==> config.mk <==
export PLATFORM = sky130hd
export DESIGN_NAME = bre_ctrl
export DESIGN_NICKNAME = d
export VERILOG_FILES = /design/src/design/bre_pkg.sv /design/src/design/bre_ctrl.sv
export SDC_FILE = /design/constraint.sdc
export NUM_CORES = 1
export LEC_CHECK = 0
export BUFFER_PORTS_ARGS = -buffer_cell sky130_fd_sc_hd__buf_2
export CAP_MARGIN = 20
export CORE_MARGIN = 1
export CORE_UTILIZATION = 40
export CTS_BUF_LIST = sky130_fd_sc_hd__clkbuf_8
export CTS_CLUSTER_SIZE = 40
export DETAILED_ROUTE_END_ITERATION = 8
export GPL_TIMING_DRIVEN = 0
export PLACE_DENSITY_LB_ADDON = 0.05
export SYNTH_ARGS = -nofsm -noshare
export SYNTH_HDL_FRONTEND = slang
export SYNTH_SLANG_ARGS = --single-unit
export TNS_END_PERCENT = 10
==> constraint.sdc <==
create_clock -name i_clk -period 2.3 [get_ports i_clk]
set_input_delay 0.115 -clock i_clk [delete_from_list [all_inputs] [get_ports i_clk]]
set_output_delay 0.115 -clock i_clk [all_outputs]
set_load 0.01 [all_outputs]
==> src/design/bre_pkg.sv <==
// Shared types and constants for the battery resistance estimator.
// Used by bre_div, bre_dp, bre_ctrl and the top level. No dependencies.
`default_nettype none
package bre_pkg;

    localparam int ACC_W  = 82;   // filter numerator accumulator
    localparam int PROD_W = 66;   // 33 x 33 signed product
    localparam int DIV_W  = 80;   // divider dividend / quotient
    localparam int DVS_W  = 33;   // divider divisor magnitude
    localparam int CNT_W  = 7;

    localparam logic [CNT_W-1:0] RAW_BITS  = 7'd42;
    localparam logic [CNT_W-1:0] FILT_BITS = 7'd80;
    localparam logic [CNT_W-1:0] HLT_BITS  = 7'd49;

    localparam logic [2:0] CFG_A1   = 3'd0;
    localparam logic [2:0] CFG_A2   = 3'd1;
    localparam logic [2:0] CFG_B1   = 3'd2;
    localparam logic [2:0] CFG_B2   = 3'd3;
    localparam logic [2:0] CFG_CMIN = 3'd4;
    localparam logic [2:0] CFG_CHI  = 3'd5;
    localparam logic [2:0] CFG_CLO  = 3'd6;
    localparam logic [2:0] CFG_WLEN = 3'd7;

    localparam logic [31:0] RST_A1   = 32'd1073741824;
    localparam logic [31:0] RST_A2   = 32'hC00083C3;
    localparam logic [31:0] RST_B1   = 32'd16866;
    localparam logic [31:0] RST_B2   = 32'd16866;
    localparam logic [30:0] RST_CMIN = 31'd100;
    localparam logic [15:0] RST_CHI  = 16'd52429;
    localparam logic [15:0] RST_CLO  = 16'd13107;
    localparam logic [17:0] RST_WLEN = 18'd250000;

    localparam logic [31:0] RST_LAST_I = 32'd1000;
    localparam logic [47:0] RST_FILT   = 48'd1179648000;
    localparam logic [31:0] RST_RAW    = 32'd18000;
    localparam logic [31:0] ONE_Q16    = 32'd65536;

    typedef enum logic [3:0] {
        OP_NONE,
        OP_LOAD,
        OP_RAW_START,
        OP_RAW_TAKE,
        OP_RAW_HOLD,
        OP_MUL,
        OP_FDIV_START,
        OP_FILT_TAKE,
        OP_HEALTH,
        OP_HDIV_START,
        OP_HEALTH_TAKE,
        OP_OUT
    } t_op;

    typedef struct packed {
        t_op        op;
        logic [2:0] mul_step;
    } t_cmd;

    typedef struct packed {
        logic inh;
        logic a1_zero;
        logic di_zero;
        logic div_busy;
        logic need_hdiv;
        logic out_free;
    } t_stat;

endpackage
`default_nettype wire

==> src/design/bre_ctrl.sv <==
// Controller state machine sequencing the estimator datapath per sample.
// Issues t_cmd, reads t_stat. Uses bre_pkg.
`default_nettype none
module bre_ctrl (
    input  wire logic           i_clk,
    input  wire logic           i_rst_n,
    input  wire logic           i_in_valid,
    input  wire bre_pkg::t_stat i_stat,
    output logic                o_in_ready,
    output bre_pkg::t_cmd       o_cmd
);

    typedef enum logic [8:0] {
        S_IDLE     = 9'b000000001,
        S_CHECK    = 9'b000000010,
        S_RAW_WAIT = 9'b000000100,
        S_MUL      = 9'b000001000,
        S_FDIV     = 9'b000010000,
        S_FWAIT    = 9'b000100000,
        S_HEALTH   = 9'b001000000,
        S_HWAIT    = 9'b010000000,
        S_OUT      = 9'b100000000
    } t_state;

    t_state     r_state, n_state;
    logic [2:0] r_step, n_step;

    always_comb begin
        n_state        = r_state;
        n_step         = r_step;
        o_cmd.op       = bre_pkg::OP_NONE;
        o_cmd.mul_step = r_step;
        case (r_state)
            S_IDLE: begin
                if (i_in_valid) begin
                    o_cmd.op = bre_pkg::OP_LOAD;
                    n_state  = S_CHECK;
                end
            end
            S_CHECK: begin
                n_step = 3'd0;
                if (i_stat.inh || i_stat.a1_zero) begin
                    n_state = S_HEALTH;
                end else if (i_stat.di_zero) begin
                    o_cmd.op = bre_pkg::OP_RAW_HOLD;
                    n_state  = S_MUL;
                end else begin
                    o_cmd.op = bre_pkg::OP_RAW_START;
                    n_state  = S_RAW_WAIT;
                end
            end
            S_RAW_WAIT: begin
                if (!i_stat.div_busy) begin
                    o_cmd.op = bre_pkg::OP_RAW_TAKE;
                    n_state  = S_MUL;
                end
            end
            S_MUL: begin
                o_cmd.op = bre_pkg::OP_MUL;
                n_step   = r_step + 1'b1;
                if (r_step == 3'd4) begin
                    n_state = S_FDIV;
                end
            end
            S_FDIV: begin
                o_cmd.op = bre_pkg::OP_FDIV_START;
                n_state  = S_FWAIT;
            end
            S_FWAIT: begin
                if (!i_stat.div_busy) begin
                    o_cmd.op = bre_pkg::OP_FILT_TAKE;
                    n_state  = S_HEALTH;
                end
            end
            S_HEALTH: begin
                if (i_stat.need_hdiv) begin
                    o_cmd.op = bre_pkg::OP_HDIV_START;
                    n_state  = S_HWAIT;
                end else begin
                    o_cmd.op = bre_pkg::OP_HEALTH;
                    n_state  = S_OUT;
                end
            end
            S_HWAIT: begin
                if (!i_stat.div_busy) begin
                    o_cmd.op = bre_pkg::OP_HEALTH_TAKE;
                    n_state  = S_OUT;
                end
            end
            S_OUT: begin
                if (i_stat.out_free) begin
                    o_cmd.op = bre_pkg::OP_OUT;
                    n_state  = S_IDLE;
                end
            end
            default: begin
                n_state = S_IDLE;
            end
        endcase
    end

    always_ff @(posedge i_clk) begin
        if (!i_rst_n) begin
            r_state <= S_IDLE;
            r_step  <= '0;
        end else begin
            r_state <= n_state;
            r_step  <= n_step;
        end
    end

    assign o_in_ready = (r_state == S_IDLE);

endmodule
`default_nettype wire

==> Implementation_results.wiki <==
{| class="wikitable"
! Metric !! Value
|-
| Top fanout value on the critical path || 8
|-
| Antenna cell count || 0
|-
| Final setup vio count || 0
|-
| Clock Sinks || 12
|-
| Clk pwr share || 33.4%
|-
| Number of antenna violations at the first check in global routing || 0
|-
| Share of final-layout standard cells stronger than drive strength 1 || 25.6%
|-
| Gate Count Post-Synth || 106
|-
| Unrepaired setup endpoints after global routing || no
|-
| H-tree levels || 1
|-
| Portion of the post-synthesis area used by sequential elements || 29.6%
|-
| Category of the worst setup path capture point || output port
|-
| Relative contribution of combinational cells to total power || 24.5%
|-
| Sequential power share || 42.1%
|-
| Switching component of the power || 167 µW
|-
| Clock root cell || clkbuf_8
|-
| Fill cell instance count of the final layout || 197
|-
| Most used cells in the layout excluding fill and tap cells || buf_2 (17), nand3_1 (10), dfxtp_1 (10)
|-
| Start point of the critical path || r_state[4]
|-
| R2r startpoint || r_state[0]
|-
| XOR/XNOR share of the synthesized area || 3.24%
|-
| Vias || 861
|-
| Width of the chip || 47.0 µm
|-
| Start-to-end type of the worst setup path || reg2out
|-
| Share of synthesized cell area in full adder, half adder and majority cells || 3.09%
|-
| Number of vias per cell after detailed routing || 5.74
|-
| Hold buffer count at CTS || 0
|-
| Total of flip-flops plus latches after synthesis || 12
|-
| Initial standard-cell utilization of the core || 44.5%
|-
| Max Clk Rate || 449 MHz
|-
| Sum of negative setup slack || 0 ns
|-
| Overall power || 559 µW
|-
| CP required || 2.18 ns
|-
| Hold path start || i_rst_n
|-
| Clock latency at the later pin of the worst-skew pair || 0.24 ns
|-
| Worst slew margin || 53.8%
|-
| Mapped Avg Cell Area || 7.65 µm²
|-
| Most frequent standard cell in the layout excluding fill and tap cells || buf_2
|-
| Nets || 138
|-
| Combinational family with the most area after synthesis || simple AND/OR/NAND/NOR gates
|-
| Ratio of final minimum period to clock period || 96.7%
|-
| Cell-internal power || 391 µW
|-
| Proportion of synthesized area in mux cells || 0%
|-
| Via count of the first global-routing pass || 704
|-
| DRT antenna net count || 0
|-
| TritonCTS buffer count || 3
|-
| Mapped Nets || 117
|-
| Synthesis-to-finish area growth || 21.0%
|-
| Worst hold path class || in2reg
|-
| Post-CTS Setup Repair Bufs || 0
|-
| Post-Route Skew || 0.00450 ns
|-
| Final HPWL from detailed placement || 1500 µm
|-
| DIE AREA || 2210 µm²
|-
| Simple-gate share of the synthesized area || 39.0%
|-
| Max-capacitance violation count || 0
|-
| Number of unique standard cell types used by synthesis || 34
|-
| Wirelength per Cell || 13.5 µm
|-
| Wire length of the first global-routing pass || 3160 µm
|-
| Status || complete, no violations
|-
| Power density over the cells || 569 nW/µm²
|-
| Actual transition at the worst max-transition pin || 0.687 ns
|-
| WL final || 2020 µm
|-
| Max IR drop VDD || 0.335 mV
|-
| Std-Cell Core Area || 1820 µm²
|-
| Post-synth design cell area || 811 µm²
|-
| Kind of start point of the critical path || flip-flop
|-
| Clk slew on worst S/H paths || 0.05 ns
|-
| Yosys synthesis warning count || 0
|-
| IO buf count || 16
|-
| Total count of max-transition violations in the final report || 0
|-
| Drt first pass iters || 4
|-
| Maximum number of pins on one net before global-route repair || 10
|-
| R2R cell count || 5
|-
| Worst-case clock buffer depth || 2
|-
| Number of endpoints with negative hold slack in the final report || 0
|-
| Global router's overall resource usage || 21.1%
|-
| Sw Share || 30.0%
|-
| Critical Path AT || 2.11 ns
|-
| IO Pins || 17
|-
| Overflow left after global routing || 0
|-
| DRT iter0 DRCs || 32
|-
| Cell count of the worst hold path || 2
|-
| Cell row count || 15
|-
| Routability Congestion || 0.900
|-
| Clock tree from TritonCTS || built
|-
| Clock period minus worst slack || 2.22 ns
|-
| Post-synthesis compound-gate area fraction || 20.2%
|-
| Die height || 47.0 µm
|-
| Leakage dissipation || 0.000431 µW
|-
| Detailed-route DRC error count || 0
|}
## worst paths after layout
path / endpoint / slack (ns)
worst max-delay path: o_cmd[4] / 0.08
worst min-delay path: r_state[3] / 0.16
worst max register to register: r_state[3] / 0.26
worst min register to register: r_step[0] / 0.51
## through the flow
| stage | hold WS (ns) | util, % | cell area [µm²] | worst slack (ns) | instances |
|---|---|---|---|---|---|
| after floorplan | 0.261 | - | 811 | 0.418 | 106 |
| after global placement | 0.396 | 50.7 | 922 | 0.142 | 147 |
| after detailed placement | 0.404 | 50.7 | 922 | 0.145 | 147 |
| after CTS | 0.154 | 53.2 | 968 | 0.0105 | 150 |
| after global routing | 0.164 | 53.9 | 981 | 0.00385 | 150 |
| final | 0.158 | 53.9 | 981 | 0.0753 | 150 |
## synth_stat cells (all sizes together)
| master | count | area share (%) |
|---|---|---|
| nor3 | 4 | 2.5 |
| or4 | 4 | 4.6 |
| o32a | 1 | 1.2 |
| xor2 | 2 | 2.2 |
| o211ai | 1 | 0.93 |
| nand3 | 10 | 6.2 |
| buf | 2 | 2.0 |
| nand3b | 2 | 1.9 |
| o31ai | 2 | 1.9 |
| nor2b | 2 | 1.5 |
| nor2 | 8 | 3.7 |
| xnor2 | 1 | 1.1 |
| a21o | 1 | 0.93 |
| nand2b | 1 | 0.77 |
| nand4 | 1 | 0.77 |
| o32ai | 1 | 1.1 |
| ha | 2 | 3.1 |
| o22ai | 1 | 0.77 |
| nor4 | 5 | 3.9 |
| dfxtp | 12 | 30 |
| a21boi | 1 | 2.3 |
| nor3b | 2 | 1.9 |
| o21ai | 7 | 4.3 |
| a21oi | 9 | 5.6 |
| inv | 6 | 2.8 |
| and3 | 5 | 3.9 |
| o2bb2a | 1 | 1.2 |
| or2 | 1 | 0.77 |
| or3 | 3 | 3.1 |
| nand2 | 8 | 3.7 |
## what timing repair did
item	CTS	global route
cloned	0	0
gates resized for setup	1	5
endpoints found under the setup margin	1	4
## state kept, by name, summed over array words and instances (netlist names)
register,flops
r_state,9
r_step,3
## power groups by stage
stage / combinational (µW) / sequential, µW / clock (µW)
floorplan: 91.3 / 233 / 0
global placement: 129 / 237 / 0
detailed placement: 130 / 238 / 0
CTS: 130 / 234 / 195
global route: 151 / 237 / 204
finish: 137 / 235 / 187
## metal layers
metal / up-vias / share of wire [%] / GRT usage [%]
li1: 440 / - / -
met1: 384 / 49 / 29.1
met2: 35 / 42 / 31.1
met3: 2 / 7.8 / 6.92
met4: 0 / 1.0 / 6.86
met5: - / 0 / 0
## worst max-delay path, stage by stage, from the launching register on
cell and delay (ns):
dfxtp_1 0.30, buf_6 0.13, or4_4 0.52, or2_4 0.30, or4_4 0.42, nand3_1 0.08
buf_2 0.13
## logic make-up (layout without fill, tap and decap cells)
family | after synthesis | in the layout
XOR/XNOR | 3 | 3
buffers and inverters | 8 | 27
AO/OA/AOI/OAI | 25 | 25
AND/OR/NAND/NOR | 56 | 56
flip-flops | 12 | 12
adder cells (fa/ha/maj) | 2 | 2
## final cells by class
cell class              count  area (µm²)  area share, %
flip-flops and latches     12         243           24.7
multi-input cells          86         547           55.7
plain buffers               2        16.3           1.66
inverters                   6        22.5           2.30
repair buffers             16        80.1           8.16
well taps                  25        31.3           3.19
clock buffers               3        41.3           4.21
(Power assumes the default switching activity.)
